`config.mk`:
```
export PLATFORM = sky130hd
export DESIGN_NAME = contextual_tag_rewrite_rule
export DESIGN_NICKNAME = d
export VERILOG_FILES = /design/src/rtl/core/ctrr_pkg.sv /design/src/rtl/core/ctrr_front.sv /design/src/rtl/core/ctrr_match.sv /design/src/rtl/core/ctrr_back.sv /design/src/rtl/core/contextual_tag_rewrite_rule.sv
export SDC_FILE = /design/constraint.sdc
export NUM_CORES = 1
export LEC_CHECK = 0
export BUFFER_PORTS_ARGS = -buffer_cell sky130_fd_sc_hd__buf_2
export CAP_MARGIN = 15
export CORE_MARGIN = 5
export CORE_UTILIZATION = 50
export CTS_CLUSTER_SIZE = 28
export DETAILED_ROUTE_END_ITERATION = 10
export HOLD_SLACK_MARGIN = 0.03
export PLACE_DENSITY = 0.71
export SKIP_CTS_REPAIR_TIMING = 1
export SYNTH_ARGS = -nofsm -noshare
export SYNTH_HDL_FRONTEND = slang
export SYNTH_SLANG_ARGS = --single-unit
```
`constraint.sdc`:
```
create_clock -name clock -period 3.1 [get_ports clock]
set_clock_uncertainty 0.1 [all_clocks]
set_input_delay 0.31 -clock clock [delete_from_list [all_inputs] [get_ports clock]]
set_output_delay 0.31 -clock clock [all_outputs]
set_load 0.01 [all_outputs]
```
`src/rtl/core/ctrr_pkg.sv`:
```
// ============================================================================
// ctrr_pkg: shared types and constants for the contextual tag rewrite rule
// Holds the template codes, register indexes, window geometry and the small
// structs that travel between the front queue and the rule engine.
// ============================================================================
package ctrr_pkg;

   // Default tag width and queue depth handed to the top level.
   localparam int TAG_BITS_DEFAULT    = 8;
   localparam int QUEUE_DEPTH_DEFAULT = 2;

   // Window geometry: three words of context on each side of the released word.
   localparam int LOOK = 3;
   localparam int WIN  = 7;

   // Register file.
   localparam int CSR_INDEX_BITS = 3;
   localparam int TEMPLATE_BITS  = 4;
   localparam logic [CSR_INDEX_BITS-1:0] CSR_TEMPLATE_SEL = 3'd0;
   localparam logic [CSR_INDEX_BITS-1:0] CSR_FROM_TAG     = 3'd1;
   localparam logic [CSR_INDEX_BITS-1:0] CSR_TO_TAG       = 3'd2;
   localparam logic [CSR_INDEX_BITS-1:0] CSR_FIRST_CUE    = 3'd3;
   localparam logic [CSR_INDEX_BITS-1:0] CSR_SECOND_CUE   = 3'd4;

   // Context templates.
   typedef enum logic [TEMPLATE_BITS-1:0] {
      TPL_PREV            = 4'd0,
      TPL_NEXT            = 4'd1,
      TPL_TWO_BEFORE      = 4'd2,
      TPL_TWO_AFTER       = 4'd3,
      TPL_ONE_OF_2_BEFORE = 4'd4,
      TPL_ONE_OF_2_AFTER  = 4'd5,
      TPL_ONE_OF_3_BEFORE = 4'd6,
      TPL_ONE_OF_3_AFTER  = 4'd7,
      TPL_PREV_NEXT       = 4'd8,
      TPL_PREV_TWO_BEFORE = 4'd9,
      TPL_NEXT_TWO_AFTER  = 4'd10
   } template_type;

   // Kind of a queued word: an ordinary word or the end of a sentence.
   typedef enum logic {
      KIND_WORD = 1'b0,
      KIND_END  = 1'b1
   } kind_type;

   // Rule engine states.
   typedef enum logic {
      ST_RUN   = 1'b0,
      ST_FLUSH = 1'b1
   } state_type;

   // Number of sentence words available before and after the released word.
   typedef struct packed {
      logic [1:0] prior;
      logic [1:0] after;
   } ctx_type;

   // Status of the rule engine, watched at the top level.
   typedef struct packed {
      logic       flushing;
      logic [1:0] pending;
   } back_stat_type;

endpackage

```
`src/rtl/core/ctrr_front.sv`:
```
// ============================================================================
// ctrr_front: input queue of the contextual tag rewrite rule
// Accepts request transactions, classifies each word as an ordinary word or
// a sentence end and holds it in a short queue until the rule engine takes it.
// ============================================================================
module ctrr_front #(
   parameter int TAG_BITS    = ctrr_pkg::TAG_BITS_DEFAULT,
   parameter int QUEUE_DEPTH = ctrr_pkg::QUEUE_DEPTH_DEFAULT
) (
   input  logic                    clock,
   input  logic                    reset,
   input  logic                    req_valid,
   output logic                    req_ready,
   input  logic [TAG_BITS-1:0]     req_tag_in,
   input  logic                    req_sentence_last_in,
   output logic                    q_valid,
   output logic [TAG_BITS-1:0]     q_tag,
   output ctrr_pkg::kind_type      q_kind,
   input  logic                    q_pop
);

   localparam int PTR_BITS = (QUEUE_DEPTH > 1) ? $clog2(QUEUE_DEPTH) : 1;
   localparam int CNT_BITS = $clog2(QUEUE_DEPTH + 1);
   localparam logic [PTR_BITS-1:0] LAST_PTR = PTR_BITS'(QUEUE_DEPTH - 1);
   localparam logic [CNT_BITS-1:0] FULL_CNT = CNT_BITS'(QUEUE_DEPTH);

   logic [TAG_BITS-1:0]  tag_mem [QUEUE_DEPTH];
   ctrr_pkg::kind_type   kind_mem [QUEUE_DEPTH];
   logic [PTR_BITS-1:0]  head_ff, head_in;
   logic [PTR_BITS-1:0]  tail_ff, tail_in;
   logic [CNT_BITS-1:0]  count_ff, count_in;
   logic                 push;
   ctrr_pkg::kind_type   kind;

   // Classify the incoming word.
   assign kind = req_sentence_last_in ? ctrr_pkg::KIND_END : ctrr_pkg::KIND_WORD;

   // Handshake and head of queue.
   assign req_ready = (count_ff != FULL_CNT);
   assign push      = req_valid && req_ready;
   assign q_valid   = (count_ff != '0);
   assign q_tag     = tag_mem[head_ff];
   assign q_kind    = kind_mem[head_ff];

   // Pointer and fill count updates.
   always_comb begin
      head_in  = head_ff;
      tail_in  = tail_ff;
      count_in = count_ff;
      if (push) begin
         tail_in = (tail_ff == LAST_PTR) ? '0 : tail_ff + PTR_BITS'(1);
      end
      if (q_pop) begin
         head_in = (head_ff == LAST_PTR) ? '0 : head_ff + PTR_BITS'(1);
      end
      if (push && !q_pop) begin
         count_in = count_ff + CNT_BITS'(1);
      end else if (q_pop && !push) begin
         count_in = count_ff - CNT_BITS'(1);
      end
   end

   always_ff @(posedge clock) begin
      if (reset) begin
         head_ff  <= '0;
         tail_ff  <= '0;
         count_ff <= '0;
      end else begin
         head_ff  <= head_in;
         tail_ff  <= tail_in;
         count_ff <= count_in;
      end
   end

   // Queue storage.
   always_ff @(posedge clock) begin
      if (push) begin
         tag_mem[tail_ff]  <= req_tag_in;
         kind_mem[tail_ff] <= kind;
      end
   end

endmodule

```
`src/rtl/core/ctrr_match.sv`:
```
// ============================================================================
// ctrr_match: context template compare
// Decides whether the rule fires on the word in the middle of the window,
// given the selected template and how much of the sentence lies on each side.
// ============================================================================
module ctrr_match #(
   parameter int TAG_BITS = ctrr_pkg::TAG_BITS_DEFAULT
) (
   input  logic [TAG_BITS-1:0]                win [ctrr_pkg::WIN],
   input  ctrr_pkg::ctx_type                  ctx,
   input  logic [ctrr_pkg::TEMPLATE_BITS-1:0] template_sel,
   input  logic [TAG_BITS-1:0]                from_tag,
   input  logic [TAG_BITS-1:0]                first_cue,
   input  logic [TAG_BITS-1:0]                second_cue,
   output logic                               fire
);

   logic [ctrr_pkg::WIN-1:0] eq1;
   logic [ctrr_pkg::WIN-1:0] eq2;
   logic                     ctx_ok;

   // Compare every window slot against both cue tags.
   always_comb begin
      for (int i = 0; i < ctrr_pkg::WIN; i++) begin
         eq1[i] = (win[i] == first_cue);
         eq2[i] = (win[i] == second_cue);
      end
   end

   // Template selection; the context must lie wholly inside the sentence.
   always_comb begin
      case (template_sel)
         ctrr_pkg::TPL_PREV:
            ctx_ok = (ctx.prior >= 2'd1) && eq1[2];
         ctrr_pkg::TPL_NEXT:
            ctx_ok = (ctx.after >= 2'd1) && eq1[4];
         ctrr_pkg::TPL_TWO_BEFORE:
            ctx_ok = (ctx.prior >= 2'd2) && eq1[1];
         ctrr_pkg::TPL_TWO_AFTER:
            ctx_ok = (ctx.after >= 2'd2) && eq1[5];
         ctrr_pkg::TPL_ONE_OF_2_BEFORE:
            ctx_ok = (ctx.prior >= 2'd2) && (eq1[2] || eq1[1]);
         ctrr_pkg::TPL_ONE_OF_2_AFTER:
            ctx_ok = (ctx.after >= 2'd2) && (eq1[4] || eq1[5]);
         ctrr_pkg::TPL_ONE_OF_3_BEFORE:
            ctx_ok = (ctx.prior == 2'd3) && (eq1[2] || eq1[1] || eq1[0]);
         ctrr_pkg::TPL_ONE_OF_3_AFTER:
            ctx_ok = (ctx.after == 2'd3) && (eq1[4] || eq1[5] || eq1[6]);
         ctrr_pkg::TPL_PREV_NEXT:
            ctx_ok = (ctx.prior >= 2'd1) && (ctx.after >= 2'd1) && eq1[2] && eq2[4];
         ctrr_pkg::TPL_PREV_TWO_BEFORE:
            ctx_ok = (ctx.prior >= 2'd2) && eq1[2] && eq2[1];
         ctrr_pkg::TPL_NEXT_TWO_AFTER:
            ctx_ok = (ctx.after >= 2'd2) && eq1[4] && eq2[5];
         default:
            ctx_ok = 1'b0;
      endcase
   end

   assign fire = (win[ctrr_pkg::LOOK] == from_tag) && ctx_ok;

endmodule

```
`src/rtl/core/ctrr_back.sv`:
```
// ============================================================================
// ctrr_back: rule engine of the contextual tag rewrite rule
// Keeps the seven-word window of original tags, takes words from the queue,
// releases one word per cycle into the response register while it is free
// or being emptied, and drains the held words at each sentence end.
// ============================================================================
module ctrr_back #(
   parameter int TAG_BITS = ctrr_pkg::TAG_BITS_DEFAULT
) (
   input  logic                               clock,
   input  logic                               reset,
   input  logic                               q_valid,
   input  logic [TAG_BITS-1:0]                q_tag,
   input  ctrr_pkg::kind_type                 q_kind,
   output logic                               q_pop,
   input  logic [ctrr_pkg::TEMPLATE_BITS-1:0] template_sel,
   input  logic [TAG_BITS-1:0]                from_tag,
   input  logic [TAG_BITS-1:0]                to_tag,
   input  logic [TAG_BITS-1:0]                first_cue,
   input  logic [TAG_BITS-1:0]                second_cue,
   output logic                               rsp_valid,
   input  logic                               rsp_ready,
   output logic [TAG_BITS-1:0]                rsp_tag_out,
   output logic                               rsp_rewritten,
   output logic                               rsp_sentence_last_out,
   output ctrr_pkg::back_stat_type            stat
);

   localparam int WIN  = ctrr_pkg::WIN;
   localparam int LOOK = ctrr_pkg::LOOK;

   ctrr_pkg::state_type  state_ff, state_in;
   logic [TAG_BITS-1:0]  win_ff [WIN];
   logic [TAG_BITS-1:0]  win_in [WIN];
   logic [TAG_BITS-1:0]  win_ins [WIN];
   logic [TAG_BITS-1:0]  cur_win [WIN];
   logic [1:0]           pending_ff, pending_in;
   logic [1:0]           earlier_ff, earlier_in;
   logic                 rsp_valid_ff, rsp_valid_in;
   logic [TAG_BITS-1:0]  rsp_tag_ff, rsp_tag_in;
   logic                 rsp_rewritten_ff, rsp_rewritten_in;
   logic                 rsp_last_ff, rsp_last_in;
   logic                 out_free;
   logic                 pop;
   logic                 release_word;
   logic                 use_ins;
   logic                 rel_last;
   logic [1:0]           rel_after;
   ctrr_pkg::ctx_type    ctx;
   logic                 fire;

   // The response register can take a word when empty or being emptied.
   assign out_free = !rsp_valid_ff || rsp_ready;

   // Window with the queue head written behind the held words.
   always_comb begin
      for (int i = 0; i < WIN; i++) begin
         win_ins[i] = win_ff[i];
      end
      for (int i = LOOK; i < WIN; i++) begin
         if (pending_ff == 2'(i - LOOK)) begin
            win_ins[i] = q_tag;
         end
      end
   end

   // Next state.
   always_comb begin
      state_in = state_ff;
      case (state_ff)
         ctrr_pkg::ST_RUN: begin
            if (q_valid && (q_kind == ctrr_pkg::KIND_END) && out_free &&
                (pending_ff != 2'd0)) begin
               state_in = ctrr_pkg::ST_FLUSH;
            end
         end
         ctrr_pkg::ST_FLUSH: begin
            if (out_free && (pending_ff == 2'd1)) begin
               state_in = ctrr_pkg::ST_RUN;
            end
         end
         default: state_in = ctrr_pkg::ST_RUN;
      endcase
   end

   // Control outputs: which word is taken and which word is released.
   always_comb begin
      pop          = 1'b0;
      release_word = 1'b0;
      use_ins      = 1'b0;
      rel_after    = 2'd0;
      rel_last     = 1'b0;
      case (state_ff)
         ctrr_pkg::ST_RUN: begin
            use_ins = 1'b1;
            if (q_valid) begin
               if (q_kind == ctrr_pkg::KIND_END) begin
                  // Sentence end: release the oldest held word right away.
                  if (out_free) begin
                     pop          = 1'b1;
                     release_word = 1'b1;
                     rel_after    = pending_ff;
                     rel_last     = (pending_ff == 2'd0);
                  end
               end else if (pending_ff == 2'd3) begin
                  // Full lookahead: one word in, one word out.
                  if (out_free) begin
                     pop          = 1'b1;
                     release_word = 1'b1;
                     rel_after    = 2'd3;
                  end
               end else begin
                  pop = 1'b1;
               end
            end
         end
         ctrr_pkg::ST_FLUSH: begin
            if (out_free) begin
               release_word = 1'b1;
               rel_after    = pending_ff - 2'd1;
               rel_last     = (pending_ff == 2'd1);
            end
         end
         default: begin
            pop = 1'b0;
         end
      endcase
   end

   // Window that the released word is judged against.
   always_comb begin
      for (int i = 0; i < WIN; i++) begin
         cur_win[i] = use_ins ? win_ins[i] : win_ff[i];
      end
   end

   assign ctx.prior = earlier_ff;
   assign ctx.after = rel_after;

   ctrr_match #(
      .TAG_BITS (TAG_BITS)
   ) u_match (
      .win          (cur_win),
      .ctx          (ctx),
      .template_sel (template_sel),
      .from_tag     (from_tag),
      .first_cue    (first_cue),
      .second_cue   (second_cue),
      .fire         (fire)
   );

   // Window, counters and response register next values.
   always_comb begin
      for (int i = 0; i < WIN; i++) begin
         win_in[i] = win_ff[i];
      end
      if (release_word) begin
         for (int i = 0; i < WIN - 1; i++) begin
            win_in[i] = cur_win[i + 1];
         end
         win_in[WIN - 1] = cur_win[WIN - 1];
      end else if (pop) begin
         for (int i = 0; i < WIN; i++) begin
            win_in[i] = win_ins[i];
         end
      end

      pending_in = pending_ff;
      if (pop && (q_kind == ctrr_pkg::KIND_WORD) && (pending_ff != 2'd3)) begin
         pending_in = pending_ff + 2'd1;
      end else if ((state_ff == ctrr_pkg::ST_FLUSH) && release_word) begin
         pending_in = pending_ff - 2'd1;
      end

      earlier_in = earlier_ff;
      if (release_word) begin
         if (rel_last) begin
            earlier_in = 2'd0;
         end else if (earlier_ff != 2'd3) begin
            earlier_in = earlier_ff + 2'd1;
         end
      end

      rsp_valid_in     = rsp_valid_ff;
      rsp_tag_in       = rsp_tag_ff;
      rsp_rewritten_in = rsp_rewritten_ff;
      rsp_last_in      = rsp_last_ff;
      if (release_word) begin
         rsp_valid_in     = 1'b1;
         rsp_tag_in       = fire ? to_tag : cur_win[LOOK];
         rsp_rewritten_in = fire;
         rsp_last_in      = rel_last;
      end else if (rsp_ready) begin
         rsp_valid_in = 1'b0;
      end
   end

   // Control registers.
   always_ff @(posedge clock) begin
      if (reset) begin
         state_ff     <= ctrr_pkg::ST_RUN;
         pending_ff   <= 2'd0;
         earlier_ff   <= 2'd0;
         rsp_valid_ff <= 1'b0;
      end else begin
         state_ff     <= state_in;
         pending_ff   <= pending_in;
         earlier_ff   <= earlier_in;
         rsp_valid_ff <= rsp_valid_in;
      end
   end

   // Payload registers.
   always_ff @(posedge clock) begin
      for (int i = 0; i < WIN; i++) begin
         win_ff[i] <= win_in[i];
      end
      rsp_tag_ff       <= rsp_tag_in;
      rsp_rewritten_ff <= rsp_rewritten_in;
      rsp_last_ff      <= rsp_last_in;
   end

   assign q_pop                 = pop;
   assign rsp_valid             = rsp_valid_ff;
   assign rsp_tag_out           = rsp_tag_ff;
   assign rsp_rewritten         = rsp_rewritten_ff;
   assign rsp_sentence_last_out = rsp_last_ff;
   assign stat.flushing         = (state_ff == ctrr_pkg::ST_FLUSH);
   assign stat.pending          = pending_ff;

endmodule

```
`src/rtl/core/contextual_tag_rewrite_rule.sv`:
```
// ============================================================================
// contextual_tag_rewrite_rule: one contextual part-of-speech rewrite rule
// Rewrites from_tag to to_tag where the selected context template matches
// the original tags of the same sentence; output trails input by three words.
// ============================================================================
//
//   Channel  Direction  Handshake              Payload
//   req      in         req_valid / req_ready  req_tag_in, req_sentence_last_in
//   rsp      out        rsp_valid / rsp_ready  rsp_tag_out, rsp_rewritten,
//                                              rsp_sentence_last_out
//   csr      in         csr_valid / csr_ready  csr_index, csr_data
//
// One word per cycle is accepted in steady state while the response is not stalled;
// the word that an accepted word releases is registered in the response register.
// A sentence end with n held words releases n + 1 words, one per cycle while the
// response is free, and the engine takes no word during the last n of them; the
// input queue keeps accepting until its QUEUE_DEPTH entries are full.
// Reset is synchronous and clears the queue, counters and rule registers;
// there is no clearing pass.
// A stalled response stops the engine only when it has a word to release.
// Register writes are always ready.
//
module contextual_tag_rewrite_rule #(
   parameter int TAG_BITS    = ctrr_pkg::TAG_BITS_DEFAULT,
   parameter int QUEUE_DEPTH = ctrr_pkg::QUEUE_DEPTH_DEFAULT
) (
   input  logic                                clock,
   input  logic                                reset,
   input  logic                                req_valid,
   output logic                                req_ready,
   input  logic [TAG_BITS-1:0]                 req_tag_in,
   input  logic                                req_sentence_last_in,
   output logic                                rsp_valid,
   input  logic                                rsp_ready,
   output logic [TAG_BITS-1:0]                 rsp_tag_out,
   output logic                                rsp_rewritten,
   output logic                                rsp_sentence_last_out,
   input  logic                                csr_valid,
   output logic                                csr_ready,
   input  logic [ctrr_pkg::CSR_INDEX_BITS-1:0] csr_index,
   input  logic [TAG_BITS-1:0]                 csr_data
);

   logic [ctrr_pkg::TEMPLATE_BITS-1:0] template_sel_ff;
   logic [TAG_BITS-1:0]                from_tag_ff;
   logic [TAG_BITS-1:0]                to_tag_ff;
   logic [TAG_BITS-1:0]                first_cue_ff;
   logic [TAG_BITS-1:0]                second_cue_ff;
   logic                               q_valid;
   logic [TAG_BITS-1:0]                q_tag;
   ctrr_pkg::kind_type                 q_kind;
   logic                               q_pop;
   ctrr_pkg::back_stat_type            stat;

   // Rule registers.
   assign csr_ready = 1'b1;

   always_ff @(posedge clock) begin
      if (reset) begin
         template_sel_ff <= '0;
         from_tag_ff     <= '0;
         to_tag_ff       <= '0;
         first_cue_ff    <= '0;
         second_cue_ff   <= '0;
      end else if (csr_valid && csr_ready) begin
         case (csr_index)
            ctrr_pkg::CSR_TEMPLATE_SEL:
               template_sel_ff <= csr_data[ctrr_pkg::TEMPLATE_BITS-1:0];
            ctrr_pkg::CSR_FROM_TAG:   from_tag_ff   <= csr_data;
            ctrr_pkg::CSR_TO_TAG:     to_tag_ff     <= csr_data;
            ctrr_pkg::CSR_FIRST_CUE:  first_cue_ff  <= csr_data;
            ctrr_pkg::CSR_SECOND_CUE: second_cue_ff <= csr_data;
            default:                  second_cue_ff <= second_cue_ff;
         endcase
      end
   end

   // Input queue.
   ctrr_front #(
      .TAG_BITS    (TAG_BITS),
      .QUEUE_DEPTH (QUEUE_DEPTH)
   ) u_front (
      .clock                (clock),
      .reset                (reset),
      .req_valid            (req_valid),
      .req_ready            (req_ready),
      .req_tag_in           (req_tag_in),
      .req_sentence_last_in (req_sentence_last_in),
      .q_valid              (q_valid),
      .q_tag                (q_tag),
      .q_kind               (q_kind),
      .q_pop                (q_pop)
   );

   // Rule engine.
   ctrr_back #(
      .TAG_BITS (TAG_BITS)
   ) u_back (
      .clock                 (clock),
      .reset                 (reset),
      .q_valid               (q_valid),
      .q_tag                 (q_tag),
      .q_kind                (q_kind),
      .q_pop                 (q_pop),
      .template_sel          (template_sel_ff),
      .from_tag              (from_tag_ff),
      .to_tag                (to_tag_ff),
      .first_cue             (first_cue_ff),
      .second_cue            (second_cue_ff),
      .rsp_valid             (rsp_valid),
      .rsp_ready             (rsp_ready),
      .rsp_tag_out           (rsp_tag_out),
      .rsp_rewritten         (rsp_rewritten),
      .rsp_sentence_last_out (rsp_sentence_last_out),
      .stat                  (stat)
   );

   // A drain always has at least one held word left to release.
   assert property (@(posedge clock) disable iff (reset)
      stat.flushing |-> (stat.pending != 2'd0))
      else $error("rule engine draining with no held words");

   // A drain starts only together with a released word.
   assert property (@(posedge clock) disable iff (reset)
      $rose(stat.flushing) |-> rsp_valid)
      else $error("drain started without a released word");

   // A full queue always presents a word to the rule engine.
   assert property (@(posedge clock) disable iff (reset)
      !req_ready |-> q_valid)
      else $error("input queue full but head not valid");

endmodule
```
==> flow_summary.ini, run 1 <==
[run_status]
outcome = finished with violations
violations = negative setup slack

[global_route]
track_usage_pct = 29.4
overflow = 0
antenna_found_initial = 0
grt_pass1_wl_mm = 39.2
grt_pass1_vias = 6577
grt_max_degree = 48

[floorplanning]
dieArea_mm2 = 0.0175
core_area_mm2 = 0.0146
die_w_um = 132
io_pins = 38
die_h_um = 132
rows = 44
initial_core_util_pct = 51.2

[min_path]
hp-start = csr_data[4]
whs_path_depth = 3
hold_path.class = primary input to register
worst_hold_path.endpoint = to_tag_ff[4]

[logic_synthesis]
syn_avg_cell_area_um2 = 9.63
syn_inst = 778
synth_ff_type = edfxtp_1
synth.distinct_cells = 65
synth.area.mux_share_pct = 7.41
synth-xor-area-share_pct = 5.37
ys_ff_latch = 131
synthArstFlopShare_pct = 0
yosysSeqAreaShare_pct = 46.2
synthAdderAreaFrac_pct = 1.34
synth_top_family_by_area = compound AO/OA/AOI/OAI gates
yosys_warnings = 0
synth_nets = 811
synth_compound_area_share_pct = 17.9
synth-simple-area-share_pct = 16.2
synth_edf_count = 84
syn_area_mm2 = 0.00750

[cts]
clock-sinks = 131
cts_buffers = 17
path_clk_slew_ns = 0.06
htree_num_levels = 4
clk-insertion-delay-late_ns = 0.42
cts_tree = done
cts-root-buf = clkbuf_16
cts_max_path_buffers = 2

[critical_path]
crit_path_end_kind = register
crit_top_cell = buf_6
r2r_setup_slack_ns = -0.15
crit_type = register to register
required_ns = 3.16
r2r-start = u_back.pending_ff[0]
critical_path.max_fanout = 5
worstReg2RegEnd = u_back.rsp_tag_out[5]
start_kind = register
reg2regPathDepth = 12
slowest_stage = or4_4
cp_cell_sequence = inv_2 > ha_4 > nor2b_4 > buf_6 > buf_6 > mux2i_4 > o22ai_2 > or4_4 > o41ai_4 > a41o_2 > or4b_4 > o211ai_2
critical-path-max-stage-delay_ns = 0.55
arrival_ns = 3.31

[sta]
fmax_ghz = 0.308
relSlewSlack_pct = 41.8
period_minus_slack_ns = 3.25
worst_pin_slew_ns = 0.872
setup_tns_ns = -1.06
drv_slew = 0
rsz0062_at_grt = yes
setup_viol = 9
final_hold_viol_count = 0
setup_ws_ns = -0.145
fin_crit_sh_pct = 105

[power_and_ir_drop]
ir_drop_v = 0.00141
p_leak_nw = 3.69
power.density_mw_per_mm2 = 1110

[place]
portBuffers = 36
pre_cts_slack_ns = -0.327
dp_hpwl_mm = 19.1
gp_congestion = 1.04

[routing]
drcViolationCount = 0
vias = 6945
ant_nets = 0
drt_wl_total_mm = 26.7
route.detailed.vias_per_inst = 6.29
wire_per_inst_um = 24.2
drt_first_pass_iters = 6
drtIter0Drc = 769

[finish]
fin_nets = 941
syn_to_final_growth_pct = 27.7
num_antenna_cells = 0
drive_gt1_share_pct = 28.4
fill_cells = 1194

[run]
cap_violations = 0
-- cells in the final DEF (no fill, tap or decap), types with 10 or more instances in the layout --
master,count
o211ai_1,26
mux2i_1,23
inv_1,36
mux2i_2,14
nand2b_1,10
clkbuf_16,20
edfxtp_1,84
buf_2,36
a21oi_1,41
buf_4,106
nor4_1,10
nor2b_1,11
nor2_1,50
o21ai_0,46
xor2_1,30
xnor2_1,16
nand2_1,113
dfxtp_1,44
o22ai_1,21
-- cell usage after synthesis, drive strengths merged (9+ instances only) --
| cell | number | area [µm²] |
|---|---|---|
| nand2 | 113 | 424 |
| edfxtp | 84 | 2520 |
| nor2 | 52 | 203 |
| o21ai | 50 | 250 |
| dfxtp | 47 | 941 |
| a21oi | 42 | 210 |
| mux2i | 42 | 450 |
| inv | 37 | 139 |
| o211ai | 34 | 295 |
| xor2 | 30 | 263 |
| clkbuf | 28 | 105 |
| buf | 26 | 169 |
| o22ai | 24 | 150 |
| xnor2 | 16 | 140 |
| nor2b | 13 | 81.3 |
| nor4 | 12 | 75.1 |
| nand2b | 10 | 62.6 |
| nand3 | 10 | 50.1 |
| or4b | 9 | 90.1 |
-- per-stage QoR --
step           hold slack, ns  std cells  total power [mW]  cell area (µm²)  util, %
5_1_grt                 0.105       1105              11.1             9580     65.4
4_1_cts               -0.0379       1081              10.0             9070     61.9
6_report                0.105       1105              10.6             9580     65.4
3_5_place_dp            0.355       1049              7.91             8460     57.8
2_1_floorplan           0.309        778              6.02             7530        -
3_3_place_gp            0.349       1049              7.83             8460     57.8
-- sequential cells by signal (all words and copies together) (netlist names), named ones only --
name / flops
u_front.kind_mem: 2
u_front.count_ff: 2
from_tag_ff: 8
u_back.earlier_ff: 2
u_back.win_ff: 56
u_front.tail_ff: 1
first_cue_ff: 8
u_back.state_ff: 1
second_cue_ff: 8
template_sel_ff: 4
u_front.head_ff: 1
u_back.pending_ff: 2
u_front.tag_mem: 16
u_back.rsp_valid: 1
u_back.rsp_rewritten: 1
u_back.rsp_tag_out: 8
u_back.rsp_sentence_last_out: 1
to_tag_ff: 8
-- report_power, final --
part	internal, mW	switching, mW
sequential	2.82	0.480
combinational	2.33	2.95
clock	1.28	0.795
-- critical path, delay by kind of cell (launching register included) --
kind / cells / cell delay (ns)
adder cells (fa/ha/maj): 1 / 0.13
AO/OA/AOI/OAI: 4 / 0.89
buffers and inverters: 3 / 0.32
AND/OR/NAND/NOR: 3 / 0.96
multiplexers: 1 / 0.25
flip-flops: 1 / 0.33
-- kinds of logic after synthesis --
kind of cell | count (synthesis)
buffers and inverters | 91
adder cells (fa/ha/maj) | 8
AND/OR/NAND/NOR | 252
other | 1
multiplexers | 50
AO/OA/AOI/OAI | 199
flip-flops | 131
XOR/XNOR | 46
-- worst max path at each step --
stage | from | slack (ns) | to | cells past startpoint
detailed placement | u_back.pending_ff[0] | -0.33 | u_back.rsp_tag_out[5] | 11
global route | u_back.pending_ff[0] | -0.16 | u_back.rsp_tag_out[1] | 12
CTS | u_back.pending_ff[0] | -0.36 | u_back.rsp_tag_out[5] | 11
floorplan | u_back.pending_ff[0] | 0.009 | u_back.rsp_tag_out[6] | 15
global placement | u_back.pending_ff[0] | -0.28 | u_back.rsp_tag_out[5] | 11
finish | u_back.pending_ff[0] | -0.15 | u_back.rsp_tag_out[5] | 12
-- area by class of cell --
type / instances / area (µm²) / share of cell area [%]
Multi-Input combinational cell: 558 / 3910 / 40.8
Sequential cell: 131 / 3470 / 36.2
Timing Repair Buffer: 163 / 1220 / 12.8
Clock buffer: 23 / 522 / 5.45
Tap cell: 184 / 230 / 2.40
Inverter: 37 / 139 / 1.45
Clock inverter: 9 / 86.3 / 0.902
-- per-layer routing --
metal  vias up  global-route usage, %  share of wire [%]
met2       424                   44.7                 45
met3        81                   9.00                9.9
li1       3124                      -                  -
met4         0                   8.55                3.0
met1      3316                   40.7                 42
met5         -                      0                  0
(Power assumes the default switching activity.)
==> run 2, diff against run 1 <==
- CELL_PAD_IN_SITES_DETAIL_PLACEMENT: unset -> 0
- CELL_PAD_IN_SITES_GLOBAL_PLACEMENT: unset -> 1
- CORE_UTILIZATION: 50 -> 44
- MAX_ROUTING_LAYER: unset -> met4
- PLACE_DENSITY: 0.71 -> 0.78
==> run 2 against run 1 <==
The run still ends with negative setup slack left. Design area grew 1.1%. First-iteration DRC count is 4.2% higher. Core utilization down 7.2 points.
==> flow_summary.ini, run 2 (same netlist as run 1, synthesis figures left out) <==
[critical_path]
cp_cell_sequence = inv_2 > ha_4 > nor2b_4 > buf_12 > buf_12 > mux2i_4 > o22ai_1 > or4_4 > o41ai_4 > a41o_2 > or4b_4 > o211ai_2
crit_type = register to register
reg2regPathDepth = 12
crit_top_cell = buf_12
r2r_setup_slack_ns = -0.07
slowest_stage = or4_4
crit_family = compound AO/OA/AOI/OAI gates
start_kind = register
worstReg2RegEnd = u_back.rsp_tag_out[0]
required_ns = 3.17
arrival_ns = 3.24
critical-path-max-stage-delay_ns = 0.56
r2r-start = u_back.pending_ff[0]
critical_path.max_fanout = 8
crit_path_end_kind = register
worst-path-buf-inv = 3

[power_and_ir_drop]
power.density_mw_per_mm2 = 1120
sequentialPowerShare_pct = 30.4
p_leak_nw = 3.70
p_int_mw = 6.53
comb_power_share_pct = 50.1
ir_drop_v = 0.000828
clkPwrFrac_pct = 19.6
p_sw_share_pct = 39.7
p_switching_mw = 4.30

[run]
cap_violations = 0

[finish]
drive_gt1_share_pct = 28.0
finalInstanceArea_mm2 = 0.00969
syn_to_final_growth_pct = 29.2
final_cell_mix = nand2_1 (113), buf_4 (112), edfxtp_1 (84)
layout.cells.non_filler = 1148
num_antenna_cells = 0
fin_nets = 948
largest_reg_flops = 56
top_regs = u_back.win_ff x56, u_front.tag_mem x16
top_register = u_back.win_ff
mostFrequentLayoutCell = nand2_1

[sta]
hold_ws_ns = 0.0769
setup_viol = 8
period_minus_slack_ns = 3.17
rsz0062_at_grt = yes
fin_crit_sh_pct = 102
fmax_ghz = 0.316
setup_tns_ns = -0.392
worst_pin_slew_ns = 0.929
drv_slew = 0
setup_ws_ns = -0.0667
final_hold_viol_count = 0
relSlewSlack_pct = 38.1

[routing]
drcViolationCount = 0
drtIter0Drc = 801
vias = 6946
route.detailed.vias_per_inst = 6.05
drt_wl_total_mm = 27.0
drt_first_pass_iters = 6
wire_per_inst_um = 23.5
ant_nets = 0

[place]
dp_hpwl_mm = 19.5
placed_cell_area_mm2 = 0.00857
dp_cells = 1091
gp_congestion = 1.08
pre_cts_slack_ns = -0.256
portBuffers = 36

[cts]
cts_tree = done
cts_max_path_buffers = 2
path_clk_slew_ns = 0.07
clock-sinks = 131
clk-insertion-delay-late_ns = 0.44
htree_num_levels = 4
cts-root-buf = clkbuf_16
cts_buffers = 17

[global_route]
overflow = 0
grt_pass1_wl_mm = 39.5
grt_pass1_vias = 6590
track_usage_pct = 27.2
antenna_found_initial = 0
grt_max_degree = 48

[run_status]
outcome = finished with violations
violations = negative setup slack

[floorplanning]
die_w_um = 141
dieArea_mm2 = 0.0197
initial_core_util_pct = 45.0
io_pins = 38
rows = 47
die_h_um = 141
core_area_mm2 = 0.0166

[min_path]
hold_path.class = primary input to register
whs_path_depth = 3
hp-start = csr_data[7]
worst_hold_path.endpoint = to_tag_ff[7]
-- run 2: changes by cell type in the layout (fill, tap and decap cells not counted), moves of 3 or more --
| cell | previous run | this run |
|---|---|---|
| buf_12 | 2 | 7 |
| clkbuf_16 | 20 | 17 |
| buf_6 | 9 | 6 |
| or4b_4 | 9 | 6 |
| o22ai_2 | 3 | 0 |
| o22ai_1 | 21 | 24 |
| mux2i_2 | 14 | 10 |
| buf_4 | 106 | 112 |
-- run 2: final cells by class --
| cell class | count | area (µm²) |
|---|---|---|
| clock buffer | 18 | 429 |
| sequential | 131 | 3470 |
| timing repair buffer | 171 | 1330 |
| fill | 1391 | 6960 |
| clock inverter | 14 | 176 |
| multi-input combinational | 557 | 3860 |
| inverter | 37 | 139 |
| tap | 220 | 275 |
-- run 2: per-stage QoR --
| step | util (%) | total power [mW] |
|---|---|---|
| 6_report | 58.2 | 10.8 |
| 5_1_grt | 58.2 | 11.3 |
| 4_1_cts | 55.1 | 10.2 |
| 3_5_place_dp | 51.5 | 8.07 |
| 3_3_place_gp | 51.5 | 7.96 |
| 2_1_floorplan | - | 6.02 |
-- run 2: layer usage --
| layer | global-route usage, % | part of all wire [%] | wire length [µm] | vias up |
|---|---|---|---|---|
| li1 | - | - | - | 3120 |
| met1 | 36.0 | 42 | 11400 | 3410 |
| met2 | 42.2 | 46 | 12500 | 349 |
| met3 | 5.45 | 7.9 | 2140 | 67 |
| met4 | 8.36 | 3.4 | 908 | 0 |
| met5 | - | 0 | 0 | - |
-- run 2: power groups by stage --
stage	clock, mW	combinational (mW)	sequential [mW]
floorplan	0	2.84	3.18
finish	2.12	5.42	3.29
detailed placement	0	4.79	3.28
global placement	0	4.68	3.27
global route	2.22	5.78	3.34
CTS	2.12	4.80	3.25
-- run 2: worst max-delay path by stage --
stage                               from                    end  slack, ns  cells after the start
floorplan           u_back.pending_ff[0]  u_back.rsp_tag_out[6]      0.009                     15
global placement    u_back.pending_ff[0]  u_back.rsp_tag_out[2]      -0.22                     11
detailed placement  u_back.pending_ff[0]  u_back.rsp_tag_out[0]      -0.26                     11
CTS                 u_back.pending_ff[0]  u_back.rsp_tag_out[0]      -0.27                     11
global route        u_back.pending_ff[0]  u_back.rsp_tag_out[0]      -0.15                     12
finish              u_back.pending_ff[0]  u_back.rsp_tag_out[0]      -0.07                     12
-- run 2: tightest hold or removal path: stages --
cell     delay (ns)
buf_2          0.14
nand2_1        0.06
a21oi_1        0.05
